[config.mk]
export PLATFORM = sky130hd
export DESIGN_NAME = month_calendar_grid
export DESIGN_NICKNAME = d
export VERILOG_FILES = /design/src/sv/mcg_pkg.sv /design/src/sv/mcg_datapath.sv /design/src/sv/mcg_ctrl.sv /design/src/sv/month_calendar_grid.sv
export VERILOG_INCLUDE_DIRS = /design/src /design/src/sv
export SDC_FILE = /design/constraint.sdc
export NUM_CORES = 1
export LEC_CHECK = 0
export ABC_AREA = 1
export ABC_CLOCK_PERIOD_IN_PS = 5320
export BUFFER_PORTS_ARGS = -buffer_cell sky130_fd_sc_hd__buf_4
export CAP_MARGIN = 20
export CELL_PAD_IN_SITES_DETAIL_PLACEMENT = 0
export CELL_PAD_IN_SITES_GLOBAL_PLACEMENT = 1
export CORE_AREA = 2 2 170 172
export CTS_BUF_LIST = sky130_fd_sc_hd__clkbuf_4 sky130_fd_sc_hd__clkbuf_8
export DETAILED_ROUTE_END_ITERATION = 8
export DIE_AREA = 0 0 172 174
export MAX_ROUTING_LAYER = met4
export PLACE_DENSITY = 0.94
export SLEW_MARGIN = 20
export SYNTH_ARGS = -nofsm -noshare
export SYNTH_HDL_FRONTEND = slang
export SYNTH_SLANG_ARGS = --single-unit
[constraint.sdc]
create_clock -name clk -period 5.32 [get_ports clk]
set_clock_uncertainty 0.1 [all_clocks]
set_input_delay 0.532 -clock clk [delete_from_list [all_inputs] [get_ports clk]]
set_output_delay 0.532 -clock clk [all_outputs]
set_load 0.1 [all_outputs]
[src/sv/month_calendar_grid_defines.svh]
// ============================================================================
// month_calendar_grid assertion macros
// Property wrappers for the calendar block; empty when SYNTH is defined.
// ============================================================================
`ifndef MONTH_CALENDAR_GRID_DEFINES_SVH
`define MONTH_CALENDAR_GRID_DEFINES_SVH

`ifndef SYNTH
// same-cycle implication
`define MCG_ASSERT_IMP(label, clk, rst_n, cond, prop) \
    label: assert property (@(posedge clk) disable iff (!rst_n) (cond) |-> (prop)) \
        else $error("assertion failed: cond -> prop");
// next-cycle implication
`define MCG_ASSERT_NXT(label, clk, rst_n, cond, prop) \
    label: assert property (@(posedge clk) disable iff (!rst_n) (cond) |=> (prop)) \
        else $error("assertion failed: cond => prop");
`else
`define MCG_ASSERT_IMP(label, clk, rst_n, cond, prop)
`define MCG_ASSERT_NXT(label, clk, rst_n, cond, prop)
`endif

`endif

[src/sv/mcg_pkg.sv]
// ============================================================================
// mcg_pkg
// Shared types, constants and calendar helper functions.
// ============================================================================
package mcg_pkg;

    localparam int unsigned MONTH_MAX = 12;
    localparam int unsigned YEAR_MAX  = 9999;
    localparam int unsigned WEEK_DAYS = 7;

    // controller to datapath commands
    typedef struct packed {
        logic load;
        logic div;
        logic adj;
        logic sum;
        logic modw;
        logic wday;
        logic send_row;
        logic emit_err;
    } mcg_cmd_t;

    // datapath to controller status
    typedef struct packed {
        logic bad_input;
        logic row_last;
    } mcg_status_t;

    typedef logic [4:0] mcg_day_t;

    typedef struct packed {
        logic          valid;
        logic [2:0]    row_index;
        mcg_day_t [6:0] days;       // index 0 is Sunday
        logic [4:0]    month_length;
        logic [2:0]    start_weekday;
        logic          range_error;
        logic          last_row;
    } mcg_row_t;

    // floor(13*(m'+1)/5), with January and February as months 13 and 14
    function automatic logic [5:0] zeller_month_term(input logic [3:0] month);
        logic [5:0] term;
        unique case (month)
            4'd1:    term = 6'd36;
            4'd2:    term = 6'd39;
            4'd3:    term = 6'd10;
            4'd4:    term = 6'd13;
            4'd5:    term = 6'd15;
            4'd6:    term = 6'd18;
            4'd7:    term = 6'd20;
            4'd8:    term = 6'd23;
            4'd9:    term = 6'd26;
            4'd10:   term = 6'd28;
            4'd11:   term = 6'd31;
            4'd12:   term = 6'd33;
            default: term = 6'd0;
        endcase
        return term;
    endfunction

    function automatic logic [4:0] days_per_month(input logic [3:0] month, input logic leap);
        logic [4:0] d;
        unique case (month)
            4'd2:                      d = leap ? 5'd29 : 5'd28;
            4'd4, 4'd6, 4'd9, 4'd11:   d = 5'd30;
            default:                   d = 5'd31;
        endcase
        return d;
    endfunction

endpackage

[src/sv/mcg_datapath.sv]
// ============================================================================
// mcg_datapath
// Range check, Zeller weekday steps and calendar row generation.
// ============================================================================
module mcg_datapath
(
    input  logic              clk,
    input  logic              rst_n,
    input  logic [3:0]        month,
    input  logic [13:0]       year,
    input  mcg_pkg::mcg_cmd_t cmd,
    output mcg_pkg::mcg_status_t status,
    output mcg_pkg::mcg_row_t row
);

    logic [3:0]  month_reg;
    logic [13:0] year_reg;
    logic        bad_reg;
    logic [6:0]  cent_reg;       // year / 100
    logic [6:0]  k_reg;          // Zeller year of century
    logic [6:0]  j_reg;          // Zeller century
    logic [4:0]  days_reg;
    logic [9:0]  sum_reg;
    logic [6:0]  quot_reg;       // sum / 7
    logic [2:0]  first_reg;
    logic [2:0]  row_reg;

    logic          valid_reg;
    mcg_pkg::mcg_row_t out_reg;
    mcg_pkg::mcg_row_t out_next;

    logic        bad_in;
    logic [26:0] cent_prod;
    logic [13:0] rem_full;
    logic [6:0]  rem;
    logic        leap;
    logic [6:0]  k_next;
    logic [6:0]  j_next;
    logic [9:0]  sum_next;
    logic [22:0] quot_prod;
    logic [9:0]  h_full;
    logic [2:0]  h;
    logic [5:0]  row_base;
    logic [5:0]  span;
    logic [5:0]  first6;
    logic        last;
    mcg_pkg::mcg_day_t [6:0] cols;

    assign bad_in = (month == 4'd0) || (32'(month) > mcg_pkg::MONTH_MAX)
                 || (year == 14'd0) || (32'(year) > mcg_pkg::YEAR_MAX);

    // year / 100 by reciprocal, exact below 43699
    assign cent_prod = 27'(year_reg) * 27'd5243;

    assign rem_full = year_reg - 14'(cent_reg) * 14'd100;
    assign rem      = rem_full[6:0];
    assign leap     = ((year_reg[1:0] == 2'd0) && (rem != 7'd0))
                   || ((rem == 7'd0) && (cent_reg[1:0] == 2'd0));

    // January and February count as months of the year before
    always_comb
    begin
        k_next = rem;
        j_next = cent_reg;
        if (month_reg < 4'd3)
        begin
            if (rem == 7'd0)
            begin
                k_next = 7'd99;
                j_next = cent_reg - 7'd1;
            end
            else
            begin
                k_next = rem - 7'd1;
            end
        end
    end

    assign sum_next = 10'd1 + 10'(mcg_pkg::zeller_month_term(month_reg)) + 10'(k_reg)
                    + 10'(k_reg >> 2) + 10'(j_reg >> 2) + 10'(j_reg) * 10'd5;

    // sum / 7 by reciprocal, exact over the sum's range
    assign quot_prod = 23'(sum_reg) * 23'd4682;

    assign h_full = sum_reg - 10'(quot_reg) * 10'd7;
    assign h      = h_full[2:0];

    assign first6   = {3'b000, first_reg};
    assign row_base = 6'(row_reg) * 6'(mcg_pkg::WEEK_DAYS);
    assign span     = {1'b0, days_reg} + first6;
    assign last     = (row_base + 6'(mcg_pkg::WEEK_DAYS)) >= span;

    always_comb
    begin
        logic [5:0] pos;
        for (int c = 0; c < 7; c++)
        begin
            pos = row_base + 6'(c);
            if ((pos >= first6) && (pos < span))
            begin
                cols[c] = 5'(pos - first6 + 6'd1);
            end
            else
            begin
                cols[c] = 5'd0;
            end
        end
    end

    always_comb
    begin
        out_next = out_reg;
        out_next.valid = 1'b0;
        if (cmd.emit_err)
        begin
            out_next.row_index     = 3'd0;
            out_next.days          = '0;
            out_next.month_length  = 5'd0;
            out_next.start_weekday = 3'd0;
            out_next.range_error   = 1'b1;
            out_next.last_row      = 1'b1;
        end
        else if (cmd.send_row)
        begin
            out_next.row_index     = row_reg;
            out_next.days          = cols;
            out_next.month_length  = days_reg;
            out_next.start_weekday = first_reg;
            out_next.range_error   = 1'b0;
            out_next.last_row      = last;
        end
    end

    always_ff @(posedge clk or negedge rst_n)
    begin
        if (!rst_n)
        begin
            valid_reg <= 1'b0;
        end
        else
        begin
            valid_reg <= cmd.send_row | cmd.emit_err;
        end
    end

    always_ff @(posedge clk)
    begin
        out_reg <= out_next;
        if (cmd.load)
        begin
            month_reg <= month;
            year_reg  <= year;
            bad_reg   <= bad_in;
            row_reg   <= 3'd0;
        end
        if (cmd.div)
        begin
            cent_reg <= cent_prod[25:19];
        end
        if (cmd.adj)
        begin
            k_reg    <= k_next;
            j_reg    <= j_next;
            days_reg <= mcg_pkg::days_per_month(month_reg, leap);
        end
        if (cmd.sum)
        begin
            sum_reg <= sum_next;
        end
        if (cmd.modw)
        begin
            quot_reg <= quot_prod[21:15];
        end
        if (cmd.wday)
        begin
            // Zeller counts from Saturday; shift to Sunday first
            first_reg <= (h == 3'd0) ? 3'd6 : h - 3'd1;
        end
        if (cmd.send_row)
        begin
            row_reg <= row_reg + 3'd1;
        end
    end

    assign status.bad_input = bad_reg;
    assign status.row_last  = last;

    always_comb
    begin
        row       = out_reg;
        row.valid = valid_reg;
    end

endmodule

[src/sv/mcg_ctrl.sv]
// ============================================================================
// mcg_ctrl
// Sequencer for request intake, weekday steps and row emission.
// ============================================================================
module mcg_ctrl
(
    input  logic                 clk,
    input  logic                 rst_n,
    input  logic                 start,
    input  mcg_pkg::mcg_status_t status,
    output mcg_pkg::mcg_cmd_t    cmd,
    output logic                 busy
);

    localparam logic [2:0] ST_IDLE = 3'd0;
    localparam logic [2:0] ST_DIV  = 3'd1;
    localparam logic [2:0] ST_ADJ  = 3'd2;
    localparam logic [2:0] ST_SUM  = 3'd3;
    localparam logic [2:0] ST_MOD  = 3'd4;
    localparam logic [2:0] ST_WDAY = 3'd5;
    localparam logic [2:0] ST_ROW  = 3'd6;

    logic [2:0] state_reg;
    logic [2:0] state_next;

    always_comb
    begin
        state_next = state_reg;
        cmd        = '0;
        unique case (state_reg)
            ST_IDLE:
            begin
                if (start)
                begin
                    cmd.load   = 1'b1;
                    state_next = ST_DIV;
                end
            end
            ST_DIV:
            begin
                // drop straight to the error result on a bad request
                if (status.bad_input)
                begin
                    cmd.emit_err = 1'b1;
                    state_next   = ST_IDLE;
                end
                else
                begin
                    cmd.div    = 1'b1;
                    state_next = ST_ADJ;
                end
            end
            ST_ADJ:
            begin
                cmd.adj    = 1'b1;
                state_next = ST_SUM;
            end
            ST_SUM:
            begin
                cmd.sum    = 1'b1;
                state_next = ST_MOD;
            end
            ST_MOD:
            begin
                cmd.modw   = 1'b1;
                state_next = ST_WDAY;
            end
            ST_WDAY:
            begin
                cmd.wday   = 1'b1;
                state_next = ST_ROW;
            end
            ST_ROW:
            begin
                cmd.send_row = 1'b1;
                if (status.row_last)
                begin
                    state_next = ST_IDLE;
                end
            end
            default:
            begin
                state_next = ST_IDLE;
            end
        endcase
    end

    always_ff @(posedge clk or negedge rst_n)
    begin
        if (!rst_n)
        begin
            state_reg <= ST_IDLE;
        end
        else
        begin
            state_reg <= state_next;
        end
    end

    assign busy = (state_reg != ST_IDLE);

endmodule

[src/sv/month_calendar_grid.sv]
// ============================================================================
// month_calendar_grid
// Gregorian month calendar, one seven-day row per result.
// ============================================================================
// A request (month, year) is taken at a clock edge with start high and busy
// low. The block checks the range, works out the leap year, month length and
// weekday of day one (Zeller's congruence), then sends the calendar rows.
// Each result is held for one cycle with row_valid high; the receiver cannot
// stall, so rows follow in consecutive cycles, last_row marking the final one.
// After the request edge the sequencer steps through load, divide by 100,
// adjust, sum, divide by 7 and weekday, then sends one row per cycle; a
// request that fails the range check gives its single error result straight
// after the load step instead. No new request is taken until the last row or
// the error result has been sent. busy is low again in the cycle the last row
// is shown.
// Reset (asynchronous, active low) returns the sequencer to idle and drops
// row_valid; no request in flight survives.
module month_calendar_grid
(
    input  logic        clk,
    input  logic        rst_n,
    input  logic        start,
    output logic        busy,
    input  logic [3:0]  month,
    input  logic [13:0] year,
    output logic        row_valid,
    output logic [2:0]  row_index,
    output logic [4:0]  sunday_day,
    output logic [4:0]  monday_day,
    output logic [4:0]  tuesday_day,
    output logic [4:0]  wednesday_day,
    output logic [4:0]  thursday_day,
    output logic [4:0]  friday_day,
    output logic [4:0]  saturday_day,
    output logic [4:0]  month_length,
    output logic [2:0]  start_weekday,
    output logic        range_error,
    output logic        last_row
);

`include "month_calendar_grid_defines.svh"

    mcg_pkg::mcg_cmd_t    cmd;
    mcg_pkg::mcg_status_t status;
    mcg_pkg::mcg_row_t    row;

    mcg_ctrl u_ctrl
    (
        .clk    (clk),
        .rst_n  (rst_n),
        .start  (start),
        .status (status),
        .cmd    (cmd),
        .busy   (busy)
    );

    mcg_datapath u_datapath
    (
        .clk    (clk),
        .rst_n  (rst_n),
        .month  (month),
        .year   (year),
        .cmd    (cmd),
        .status (status),
        .row    (row)
    );

    assign row_valid     = row.valid;
    assign row_index     = row.row_index;
    assign sunday_day    = row.days[0];
    assign monday_day    = row.days[1];
    assign tuesday_day   = row.days[2];
    assign wednesday_day = row.days[3];
    assign thursday_day  = row.days[4];
    assign friday_day    = row.days[5];
    assign saturday_day  = row.days[6];
    assign month_length  = row.month_length;
    assign start_weekday = row.start_weekday;
    assign range_error   = row.range_error;
    assign last_row      = row.last_row;

    `MCG_ASSERT_IMP(a_err_single, clk, rst_n, row_valid && range_error, last_row)
    `MCG_ASSERT_NXT(a_rows_back_to_back, clk, rst_n, row_valid && !last_row, row_valid)
    `MCG_ASSERT_NXT(a_row_advance, clk, rst_n, row_valid && !last_row, row_index == 3'($past(row_index) + 3'd1))
    `MCG_ASSERT_NXT(a_accept_busy, clk, rst_n, start && !busy, busy)

endmodule

Word level (Yosys, flattened, before mapping) --
Memories as Yosys holds them, arrays and structs flattened. A register that Yosys moved wholly into a read port is not among the register bits. Index checks and enable logic that the tools add are counted.
Operators by class: multipliers 6, order comparisons 18, muxes and demuxes 31, reduce and logical (&&, ||, !) cells 25, bitwise operators 1, add/subtract/negate cells 33, equal/unequal tests 13
Operators by type and width (number):
- 6-bit by 3-bit greater-or-equal comparator with 1-bit output | 7
- 6-bit < comparator | 7
- 5-bit by 1-bit adder with 5-bit output (second input constant) | 7
- 5-bit two-way mux | 7
- 5-bit by 3-bit subtractor with 5-bit output | 7
- 7-bit two-way mux | 4
- 14-bit by 13-bit multiplier with 26-bit output (second input constant) | 1
- 6-bit by 3-bit adder with 6-bit output (second input constant) | 4
- 10-bit by 12-bit multiplier with 21-bit output (second input constant) | 1
- 3-bit one-hot mux with 7 select lines | 1
- 10-bit by 5-bit adder with 10-bit output | 2
- 14-bit > comparator (second input constant) | 1
- 14-bit logical NOT | 1
- 7-bit by 1-bit subtractor with 7-bit output (second input constant) | 2
- 6-bit by 2-bit adder with 6-bit output (second input constant) | 2
- 1-bit two-way mux | 12
- 3-bit two-way mux | 4
- 10-bit adder | 1
- 10-bit by 7-bit adder with 10-bit output | 1
- 7-bit by 3-bit multiplier with 10-bit output (second input constant) | 1
- 5-bit one-hot mux with 2 select lines | 1
- 3-bit == test (second input constant) | 3
- 1-bit logical AND | 9
- 4-bit by 3-bit == test with 1-bit output (second input constant) | 2
- 32 further kinds | 39
Word-level totals: logic and storage cells 153, input bits 21, output and inout port bits 50, flip-flop bits (word level) 120, memory bits (read-only) 96, memories 1
Memories:
- (name not given) | words 16, bits a word 6, rd ports 1, clocked after Yosys merged registers in 1, wr ports 0, RTL line mcg_pkg.sv:44 | unique case (month)

Logic depth before layout (Yosys ltp) --
Gate-level depths: netlist of the first run.
word-level depth 7, depth in mapped cells 21, depth with buffers taken out 19

By module --
From an unflattened synthesis of the first run, not the netlist that was laid out.
Unflattened totals: cells, all modules 1657, area, all modules 13858.3 sq um
Modules (own cells, without submodules):
- mcg_datapath | seq. area each 2897.8 sq um, cells each 1626, instances 1, area an instance 13654.3 sq um
- mcg_ctrl | seq. area each 75.1 sq um, cells each 31, instances 1, area an instance 203.9 sq um

Worst setup path before layout of the first run --
Ideal clock, no wire load.
path type reg-to-reg, start reg u_datapath.year_reg[11], end reg u_datapath.cent_reg[2] (data pin), data arrival time 3.956 ns, required time 4.961 ns, stages on the path, launching flop included 17, path slack 1.005 ns, cells stage by stage edfxtp_1 fa_1 ha_1 inv_1 fa_1 inv_1 fa_1 inv_1 fa_1 inv_1 ha_1 a21o_1 a21oi_1 nor2_1 nor2_1 nand3_1 xor2_1
On the way: longest elaborated chain between the ends 1
RTL lines:
- start: declaration | RTL line mcg_datapath.sv:17 | logic [13:0] year_reg;
- start signal: assignment | RTL line mcg_datapath.sv:152 | year_reg <= year;
- 14-bit by 13-bit multiplier with 26-bit output | RTL line mcg_datapath.sv:53 | assign cent_prod = 27'(year_reg) * 27'd5243;
- named net u_datapath.cent_prod[21] | RTL line mcg_datapath.sv:33 | logic [26:0] cent_prod;
- end signal: assignment | RTL line mcg_datapath.sv:158 | cent_reg <= cent_prod[25:19];
- end: declaration | RTL line mcg_datapath.sv:19 | logic [6:0] cent_reg;
The timed path passes the listed nets, and every way through them passes these cells. A chain may end at the register's enable or synchronous reset.

Worst setup path after layout of the first run --
start reg u_datapath.year_reg[4], end reg u_datapath.cent_reg[3] (data pin)
The elaborated chain is that of the path after synthesis.

==> flow_summary.yaml, run 1 <==
finish:
  multiInputGateArea_mm2: 0.00954
  layout.area.seq_mm2: 0.00297
  fin_nets: 2118
  layout_common_cells: "330 x inv_1, 305 x nand2_1, 281 x ha_1"
  fill_cells: 2610
  drive_gt1_share_pct: 8.48
  syn_to_final_growth_pct: 10.5
  mostFrequentLayoutCell: "inv_1"
  largest_reg_flops: 49
synth:
  synth_edf_count: 61
  syn_avg_cell_area_um2: 8.52
  netlist_instances: 1627
  synth_top_area_cell: "ha_1"
  yosys-top-cells-area: "ha_1 25%, fa_1 16%, edfxtp_1 13%"
  yosysSeqAreaShare_pct: 21.5
  synth-seq-cells: 117
  synth_ff_type: "edfxtp_1"
  yosysWarnings: 0
  synth_top_cell_area_share_pct: 25.4
  synth_cell_types: 45
  syn_nets: 2037
  async_flop_share_pct: 3.42
  syn_area_mm2: 0.0139
clock_tree:
  clock_latency_ns: 0.47
  clk_pin_slew_ns: 0.08
  cts_max_level: 4
  cts_tree: "done"
  clockBufferDepth: 2
  cts_sinks: 117
  numCtsBuffers: 17
  cts-root-buf: "clkbuf_8"
placed_design:
  hpwl_um: 26500
  portBuffers: 70
  post-place-ws_ns: 0.713
  place.gp.congestion: 0.887
critical_path:
  cp-end-kind: "flop"
  critPathBufInv: 4
  regToRegStartpoint: "u_datapath.year_reg[4]$_DFFE_PP_"
  setup.worst_path.class: "flop to flop"
  r2r.worst_path.cells: 17
  critPathRequiredTime_ns: 5.42
  start_kind: "flop"
  crit_chain: "inv_1 -> fa_1 -> inv_1 -> ha_1 -> fa_1 -> inv_1 -> fa_1 -> fa_1 -> inv_1 -> ha_1 -> a21o_1 -> nand2_1 -> nand2_1 -> o21ai_0 -> nand3_1 -> nand2_1 -> nand2_1"
  worstReg2RegEnd: "u_datapath.cent_reg[3]$_DFFE_PP_"
  cpPeakStageDelay_ns: 0.55
  critPathArrivalTime_ns: 4.76
  reg2reg_setup_slack_ns: 0.66
  critPathMaxFanout: 6
  slowest_stage: "fa_1"
  cpLargestDelayFamily: "adder cells"
worst_hold_path:
  min-delay-path-class: "primary input to flop"
  worstHoldEndpoint: "u_datapath.year_reg[6]$_DFFE_PP_"
  hold_start: "year[6]"
  whs_path_depth: 1
timing:
  worst_slack_ns: 0.658
  max_freq_mhz: 215
  hold_violations: 0
  max_slew_margin_pct: 48.5
  setup_viol: 0
  finalMaxSlewViolations: 0
  min_period_ns: 4.66
  fin_crit_sh_pct: 87.6
  fin_setup_tns_ns: 0
  worstMarginPinSlew_ns: 0.769
  rsz0062_at_grt: "no"
grt:
  grt-ovfl-total: 0
  antenna_found_initial: 1
  first_global_vias: 10900
  grt_max_degree: 35
  grt_pass1_wl_um: 52300
  grt_usage_pct: 22.7
floorplan:
  row_count: 62
  die_w_um: 172
  core-area_mm2: 0.0282
  die_h_um: 174
  die-area_mm2: 0.0299
  ioPinCount: 71
  start_util_pct: 49.1
routing:
  drc: 0
  drt_iter0_drc: 622
  via_count: 10600
  vias_per_cell: 5.05
  drtAntennaViolNets: 0
  wl_um: 31400
  wl_per_cell_um: 14.9
  drt_pass1_iterations: 7
flow_run:
  drv_cap: 0
run_status:
  status: "completed"
==> cells in the mapped netlist, types with 2 or more instances <==
cell / number
a21o_1: 6
a21oi_1: 63
a22o_1: 5
and2_1: 2
and3_1: 2
buf_2: 7
buf_4: 5
dfrtp_1: 4
dfxtp_1: 52
edfxtp_1: 61
fa_1: 108
ha_1: 281
inv_1: 330
inv_2: 9
nand2_1: 305
nand2_2: 4
nand2_4: 2
nand3_1: 83
nand3b_1: 9
nand4_1: 26
nor2_1: 93
nor2_2: 6
nor2_4: 4
nor3_1: 12
nor4_1: 2
o2111ai_1: 2
o211ai_1: 8
o21a_1: 3
o21ai_0: 41
o21ai_1: 2
o21ai_2: 2
o21bai_1: 12
o31ai_1: 4
or2_2: 3
xnor2_1: 25
xor2_1: 33
xor2_2: 3
==> cells by family (layout without fill, tap and decap cells) <==
family                     after synthesis  in the layout  synth area share [%]
buffers and inverters                  354            448                  9.85
and+or+nand+nor                        555            555                  17.4
other                                    0              1                     0
DFF                                    117            117                  21.5
adders and majority gates              389            389                  41.0
xor gates and xnor gates                61             61                  4.02
AOI/OAI and AO/OA                      151            151                  6.35
==> final cells by class <==
class / instances / area share, %
Clock inverter: 14 / 1.45
Tap cell: 384 / 3.14
Antenna cell: 1 / 0.0163
Sequential cell: 117 / 19.4
Timing Repair Buffer: 76 / 3.74
Inverter: 340 / 8.34
Multi-Input combinational cell: 1156 / 62.3
Clock buffer: 18 / 1.62
==> routing by layer <==
layer	vias up	global-route usage [%]	wire [um]
met5	-	-	0
met4	0	6.13	744
met3	41	2.89	1320
met2	222	37.9	15100
met1	4997	29.1	14300
li1	5381	-	-
==> through the flow <==
step	cells	utilization (%)	hold WS (ns)	area [um2]
floorplan	1627	-	0.136	13900
global placement	2072	52.5	0.235	14800
detailed placement	2072	52.5	0.236	14800
CTS	2105	54.2	0.146	15300
global route	2106	54.2	0.140	15300
finish	2106	54.2	0.159	15300
==> worst reg2reg max path: stages, from the launching register on <==
cell and delay (ns):
edfxtp_1 0.53, inv_1 0.15, fa_1 0.55, inv_1 0.04, ha_1 0.22, fa_1 0.54
inv_1 0.05, fa_1 0.47, fa_1 0.54, inv_1 0.04, ha_1 0.33, a21o_1 0.22
nand2_1 0.07, nand2_1 0.05, o21ai_0 0.27, nand3_1 0.11, nand2_1 0.07, nand2_1 0.05
==> timing repair <==
item                                   4_1_cts  5_1_grt
endpoints found under the hold margin        4        0
hold buffers                                 1        0
buffers inserted                             0        0
gates resized for setup                      0        0
==> worst max-delay path by stage <==
stage | from | slack [ns] | end | cells past startpoint
final | u_datapath.year_reg[4]$_DFFE_PP_ | 0.66 | u_datapath.cent_reg[3]$_DFFE_PP_ | 17
after global routing | u_datapath.year_reg[11]$_DFFE_PP_ | 0.33 | u_datapath.cent_reg[3]$_DFFE_PP_ | 17
after CTS | u_datapath.year_reg[4]$_DFFE_PP_ | 0.63 | u_datapath.cent_reg[3]$_DFFE_PP_ | 17
after detailed placement | u_datapath.year_reg[4]$_DFFE_PP_ | 0.71 | u_datapath.cent_reg[2]$_DFFE_PP_ | 17
after global placement | u_datapath.year_reg[4]$_DFFE_PP_ | 0.79 | u_datapath.cent_reg[5]$_DFFE_PP_ | 17
after floorplan | u_datapath.year_reg[11]$_DFFE_PP_ | 1.01 | u_datapath.cent_reg[2]$_DFFE_PP_ | 16
Power of run 1 is left out: the tool's default activity adds up to more than one toggle a clock period on the data nets, which glitch-free logic cannot reach.
==> run 2: changes to the inputs <==
--- a/config.mk
+++ b/config.mk
@@ -12,12 +12,12 @@
 export CAP_MARGIN = 20
 export CELL_PAD_IN_SITES_DETAIL_PLACEMENT = 0
 export CELL_PAD_IN_SITES_GLOBAL_PLACEMENT = 1
-export CORE_AREA = 2 2 170 172
+export CORE_AREA = 2 2 190 192
 export CTS_BUF_LIST = sky130_fd_sc_hd__clkbuf_4 sky130_fd_sc_hd__clkbuf_8
 export DETAILED_ROUTE_END_ITERATION = 8
-export DIE_AREA = 0 0 172 174
+export DIE_AREA = 0 0 192 194
 export MAX_ROUTING_LAYER = met4
-export PLACE_DENSITY = 0.94
+export PLACE_DENSITY = 0.8
 export SLEW_MARGIN = 20
 export SYNTH_ARGS = -nofsm -noshare
 export SYNTH_HDL_FRONTEND = slang
==> run 2 against run 1 <==
Effect of this change:
- global-route usage is 4.2 points lower
- worst setup slack better by 0.018 ns
- non-clock buffer count shrank 1
- critical path depth unchanged
- die area rose by 24%
- first-iteration DRC count decreased by 24%
- cell count rose by 3.6%
- count of clock-buffer cells in the layout is 1 lower
- via count shrank 1.2%
- worst hold slack worse by 0.020 ns
- largest cell class unchanged
==> flow_summary.yaml, run 2 (synthesis results as in run 1) <==
clock_tree:
  postCtsSetupBuffers: 0
  clk_pin_slew_ns: 0.09
  cts_max_level: 4
  numCtsBuffers: 17
  cts_tree: "done"
  cts-root-buf: "clkbuf_8"
  clock_latency_ns: 0.48
  clockBufferDepth: 2
  cts_sinks: 117
floorplan:
  core-area_mm2: 0.0352
  die_w_um: 192
  die-area_mm2: 0.0372
  row_count: 69
  start_util_pct: 39.3
  ioPinCount: 71
  die_h_um: 194
timing:
  worstMarginPinSlew_ns: 0.935
  max_slew_margin_pct: 37.5
  hold_violations: 0
  fin_setup_tns_ns: 0
  min_period_ns: 4.64
  setup_viol: 0
  fin_crit_sh_pct: 87.3
  rsz0062_at_grt: "no"
  max_freq_mhz: 215
  finalMaxSlewViolations: 0
  worst_slack_ns: 0.676
critical_path:
  critPathArrivalTime_ns: 4.78
  setup.worst_path.class: "flop to flop"
  start_kind: "flop"
  critPathRequiredTime_ns: 5.46
  critPathMaxFanout: 7
  cp-end-kind: "flop"
grt:
  first_global_vias: 10500
  grt-ovfl-total: 0
  grt_pass1_wl_um: 53200
  grt_usage_pct: 18.5
  antenna_found_initial: 0
  grt_max_degree: 42
placed_design:
  hpwl_um: 26800
  portBuffers: 70
  post-place-ws_ns: 0.700
  dp.cells: 2148
  place.gp.congestion: 0.866
finish:
  drive_gt1_share_pct: 8.37
  layout_common_cells: "330 x inv_1, 305 x nand2_1, 281 x ha_1"
  syn_to_final_growth_pct: 10.7
  fill_cells: 3523
  fin_nets: 2117
  largest_reg_flops: 49
  mostFrequentLayoutCell: "inv_1"
  final_cells: 2181
  antenna_cells: 0
routing:
  drt_iter0_drc: 474
  drc: 0
  wl_um: 32000
  wl_per_cell_um: 14.7
  drt_pass1_iterations: 5
  via_count: 10500
  drtAntennaViolNets: 0
  vias_per_cell: 4.82
worst_hold_path:
  min-delay-path-class: "primary input to flop"
flow_run:
  drv_cap: 0
run_status:
  status: "completed"
run 2: cell count changes in the layout (fill, tap and decap cells not counted), moves of 2 or more:
cell | before | now
nor3_2 | 3 | 1
bufinv_16 | 5 | 1
inv_6 | 3 | 5
inv_8 | 0 | 6
clkinv_4 | 4 | 1
clkinv_2 | 3 | 1
run 2: worst max-delay path: stages (launching register included):
cell	delay, ns
edfxtp_1	0.58
fa_1	0.53
ha_1	0.29
inv_1	0.05
fa_1	0.47
inv_1	0.06
fa_1	0.52
inv_1	0.05
fa_1	0.53
inv_1	0.04
ha_1	0.30
nand2_1	0.06
inv_1	0.06
nand3_1	0.15
nor3_1	0.28
o21ai_0	0.18
nand4_1	0.11
nand2_1	0.06
run 2: what timing repair did:
action	in CTS	in global routing
gates resized for setup	0	0
endpoints found under the hold margin	4	0
setup endpoints to repair	0	0
hold buffers	1	0
run 2: metal layers:
metal	track usage, %	up-vias	wire [um]
li1	-	5368	-
met1	23.9	4942	15000
met2	30.2	167	15300
met3	2.39	38	977
met4	5.48	0	787
met5	-	-	0
run 2: layout make-up:
class                           count  area (um2)  area share, %
Clock inverter                     15         174           1.13
Sequential cell                   117        2970           19.4
Inverter                          340        1280           8.33
Tap cell                          461         577           3.76
Timing Repair Buffer               75         566           3.69
Clock buffer                       17         234           1.53
Multi-Input combinational cell   1156        9540           62.2
run 2: per-stage QoR:
| step | hold slack (ns) | area [um2] | util [%] |
|---|---|---|---|
| after floorplan | 0.136 | 13900 | - |
| after CTS | 0.121 | 15300 | 43.5 |
| after global placement | 0.239 | 14900 | 42.3 |
| after global routing | 0.126 | 15300 | 43.5 |
| after detailed placement | 0.238 | 14900 | 42.3 |
| final | 0.140 | 15300 | 43.5 |
run 2: worst paths after layout:
check                                                  start                           endpoint  slack [ns]  cells past startpoint
min reg2reg                  u_datapath.row[25]$_SDFFE_PP0P_    u_datapath.row[25]$_SDFFE_PP0P_        0.35                      2
max reg2reg                u_datapath.year_reg[11]$_DFFE_PP_   u_datapath.cent_reg[3]$_DFFE_PP_        0.68                     17
min in group asynchronous                              rst_n     u_datapath.valid_reg$_DFF_PN0_        0.29                      2
max                        u_datapath.year_reg[11]$_DFFE_PP_   u_datapath.cent_reg[3]$_DFFE_PP_        0.68                     17
min                                                 year[12]  u_datapath.year_reg[12]$_DFFE_PP_        0.14                      1
max in group asynchronous                              rst_n    u_ctrl.state_reg[0]$_DFFE_PN0P_        4.72                      2
Power of run 2 is left out for the same reason.
==> run 3: changes to the inputs <==
--- a/config.mk
+++ b/config.mk
@@ -8,7 +8,6 @@
 export LEC_CHECK = 0
 export ABC_AREA = 1
 export ABC_CLOCK_PERIOD_IN_PS = 5320
-export BUFFER_PORTS_ARGS = -buffer_cell sky130_fd_sc_hd__buf_4
 export CAP_MARGIN = 20
 export CELL_PAD_IN_SITES_DETAIL_PLACEMENT = 0
 export CELL_PAD_IN_SITES_GLOBAL_PLACEMENT = 1
@@ -16,9 +15,11 @@
 export CTS_BUF_LIST = sky130_fd_sc_hd__clkbuf_4 sky130_fd_sc_hd__clkbuf_8
 export DETAILED_ROUTE_END_ITERATION = 8
 export DIE_AREA = 0 0 192 194
+export DONT_BUFFER_PORTS = 1
 export MAX_ROUTING_LAYER = met4
-export PLACE_DENSITY = 0.8
+export PLACE_DENSITY = 0.78
 export SLEW_MARGIN = 20
 export SYNTH_ARGS = -nofsm -noshare
 export SYNTH_HDL_FRONTEND = slang
+export SYNTH_HIERARCHICAL = 1
 export SYNTH_SLANG_ARGS = --single-unit
==> run 3 against run 2 <==
Effect of this change:
- synthesized cell count increased by 1.8%
- via count decreased by 2.1%
- fmax increased by 0.50%
- wire length decreased by 5.5%
- worst setup slack improved by 0.023 ns
- sequential share of layout area increased by 0.70 points
- die area unchanged
- register-to-register slack improved by 0.02 ns
- global-route usage decreased by 1.0 points
- sequential cell count unchanged
- highest routed layer unchanged
==> flow_summary.yaml, run 3 <==
grt:
  grt_pass1_wl_um: 50600
  grt-ovfl-total: 0
  grt_max_degree: 44
  grt_usage_pct: 17.5
  antenna_found_initial: 1
  first_global_vias: 10200
routing:
  drtAntennaViolNets: 0
  drt_pass1_iterations: 5
  vias_per_cell: 4.81
  drc: 0
  via_count: 10300
  drt_iter0_drc: 430
  wl_per_cell_um: 14.2
  wl_um: 30300
finish:
  largest_reg_flops: 49
  fin_nets: 2072
  fin_area_mm2: 0.0148
  mostFrequentLayoutCell: "inv_1"
  fill_cells: 3555
  layout_common_cells: "362 x inv_1, 324 x nand2_1, 279 x ha_1"
  drive_gt1_share_pct: 4.29
  syn_to_final_growth_pct: 6.97
clock_tree:
  clock_latency_ns: 0.46
  postCtsSetupBuffers: 0
  clk_pin_slew_ns: 0.09
  cts_sinks: 117
  clockBufferDepth: 2
  cts-root-buf: "clkbuf_8"
  numCtsBuffers: 17
  cts_tree: "done"
  cts_max_level: 4
synth:
  async_flop_share_pct: 3.42
  synth_top_area_cell: "ha_1"
  synth_top_cell_area_share_pct: 25.2
  syn_nets: 2065
  synth_ff_type: "edfxtp_1"
  synth_cell_types: 46
  netlist_instances: 1657
  syn_avg_cell_area_um2: 8.36
  yosysSeqAreaShare_pct: 21.5
  syn_area_mm2: 0.0139
  synth_edf_count: 61
  yosysWarnings: 6
  synth-seq-cells: 117
  yosys-top-cells-area: "ha_1 25%, fa_1 16%, edfxtp_1 13%"
  yosysMostFrequentCell: "inv_1"
  synth_common_cells: "362 x inv_1, 324 x nand2_1, 279 x ha_1"
critical_path:
  critPathArrivalTime_ns: 4.72
  critPathMaxFanout: 7
  cp-end-kind: "flop"
  reg2reg_setup_slack_ns: 0.70
  setup.worst_path.class: "flop to flop"
  critPathRequiredTime_ns: 5.42
  start_kind: "flop"
placed_design:
  portBuffers: 0
  place.gp.congestion: 0.914
  hpwl_um: 25600
  place_area_mm2: 0.0144
timing:
  setup_viol: 0
  hold_slack_ns: 0.0639
  max_freq_mhz: 216
  fin_crit_sh_pct: 86.9
  min_period_ns: 4.62
  worstMarginPinSlew_ns: 1.07
  hold_violations: 0
  rsz0062_at_grt: "no"
  fin_setup_tns_ns: 0
  finalMaxSlewViolations: 0
  max_slew_margin_pct: 28.5
floorplan:
  core-area_mm2: 0.0352
  ioPinCount: 71
  die_w_um: 192
  die-area_mm2: 0.0372
  start_util_pct: 39.3
  row_count: 69
  die_h_um: 194
flow_run:
  drv_cap: 0
run_status:
  status: "completed"
worst_hold_path:
  min-delay-path-class: "primary input to flop"
-- run 3: cell types whose count changed after synthesis, moves of 7 or more --
cell	previous run	this run
nand2_1	305	324
o21ai_0	41	58
inv_1	330	362
xnor2_1	25	18
nand3_1	83	73
-- run 3: cell families (layout without fill, tap and decap cells) --
logic type / after synthesis / after routing / share of synthesized area [%]
and+or+nand+nor: 551 / 551 / 16.9
buffers and inverters: 386 / 406 / 10.7
other: 0 / 1 / 0
DFF: 117 / 117 / 21.5
adders and majority gates: 387 / 387 / 40.8
xor gates and xnor gates: 48 / 48 / 3.20
AOI/OAI and AO/OA: 168 / 168 / 6.89
-- run 3: critical path, stage by stage (launching register included) --
cell and delay [ns]:
edfxtp_1 0.57, fa_1 0.52, ha_1 0.29, inv_1 0.05, fa_1 0.47, inv_1 0.05, fa_1 0.53, inv_1 0.05
fa_1 0.52, inv_1 0.04, ha_1 0.30, nand2_1 0.08, inv_1 0.09, nand2_1 0.07, nor3_1 0.27, nand2_1 0.08
nor2_1 0.09, nor2_1 0.06, nand3_1 0.06, nand2_1 0.06
-- run 3: final timing paths --
path / depth (start not counted) / endpoint / startpoint
max: 19 / u_datapath/cent_reg[5]$_DFFE_PP_ / u_datapath/year_reg[11]$_DFFE_PP_
min: 0 / u_datapath/year_reg[9]$_DFFE_PP_ / year[9]
max reg2reg: 19 / u_datapath/cent_reg[5]$_DFFE_PP_ / u_datapath/year_reg[11]$_DFFE_PP_
min reg2reg: 1 / u_datapath/sum_reg[0]$_DFFE_PP_ / flop
max in group asynchronous: 1 / u_ctrl/state_reg[2]$_DFFE_PN0P_ / rst_n
min in group asynchronous: 1 / u_datapath/valid_reg$_DFF_PN0_ / rst_n
-- run 3: final cells by class --
class | count | area (um2) | area share [%]
Tap cell | 461 | 577 | 3.89
Multi-Input combinational cell | 1154 | 9410 | 63.5
Clock inverter | 14 | 196 | 1.33
Sequential cell | 117 | 2980 | 20.1
Antenna cell | 1 | 2.50 | 0.0169
Inverter | 370 | 1390 | 9.38
Timing Repair Buffer | 4 | 32.5 | 0.219
Clock buffer | 18 | 241 | 1.63
-- run 3: timing repair --
item	in CTS	in global routing
gates resized for setup	0	0
endpoints found under the hold margin	4	0
hold buffers	1	0
-- run 3: metrics by stage --
step | setup WS, ns | utilization (%) | std cells
final | 0.699 | 42.1 | 2139
after global routing | 0.431 | 42.1 | 2139
after detailed placement | 0.732 | 40.8 | 2105
after global placement | 0.753 | 40.8 | 2105
after floorplan | 0.967 | - | 1657
after CTS | 0.680 | 42.1 | 2138
-- run 3: layer usage --
layer  share of wire, %  up-vias  GRT usage (%)
met5                  0        -              -
met4                1.4        0           4.13
met3                4.1       31           2.90
met2                 47      170           28.7
met1                 47     4821           22.5
li1                   -     5267              -
Power of run 3 is left out for the same reason.
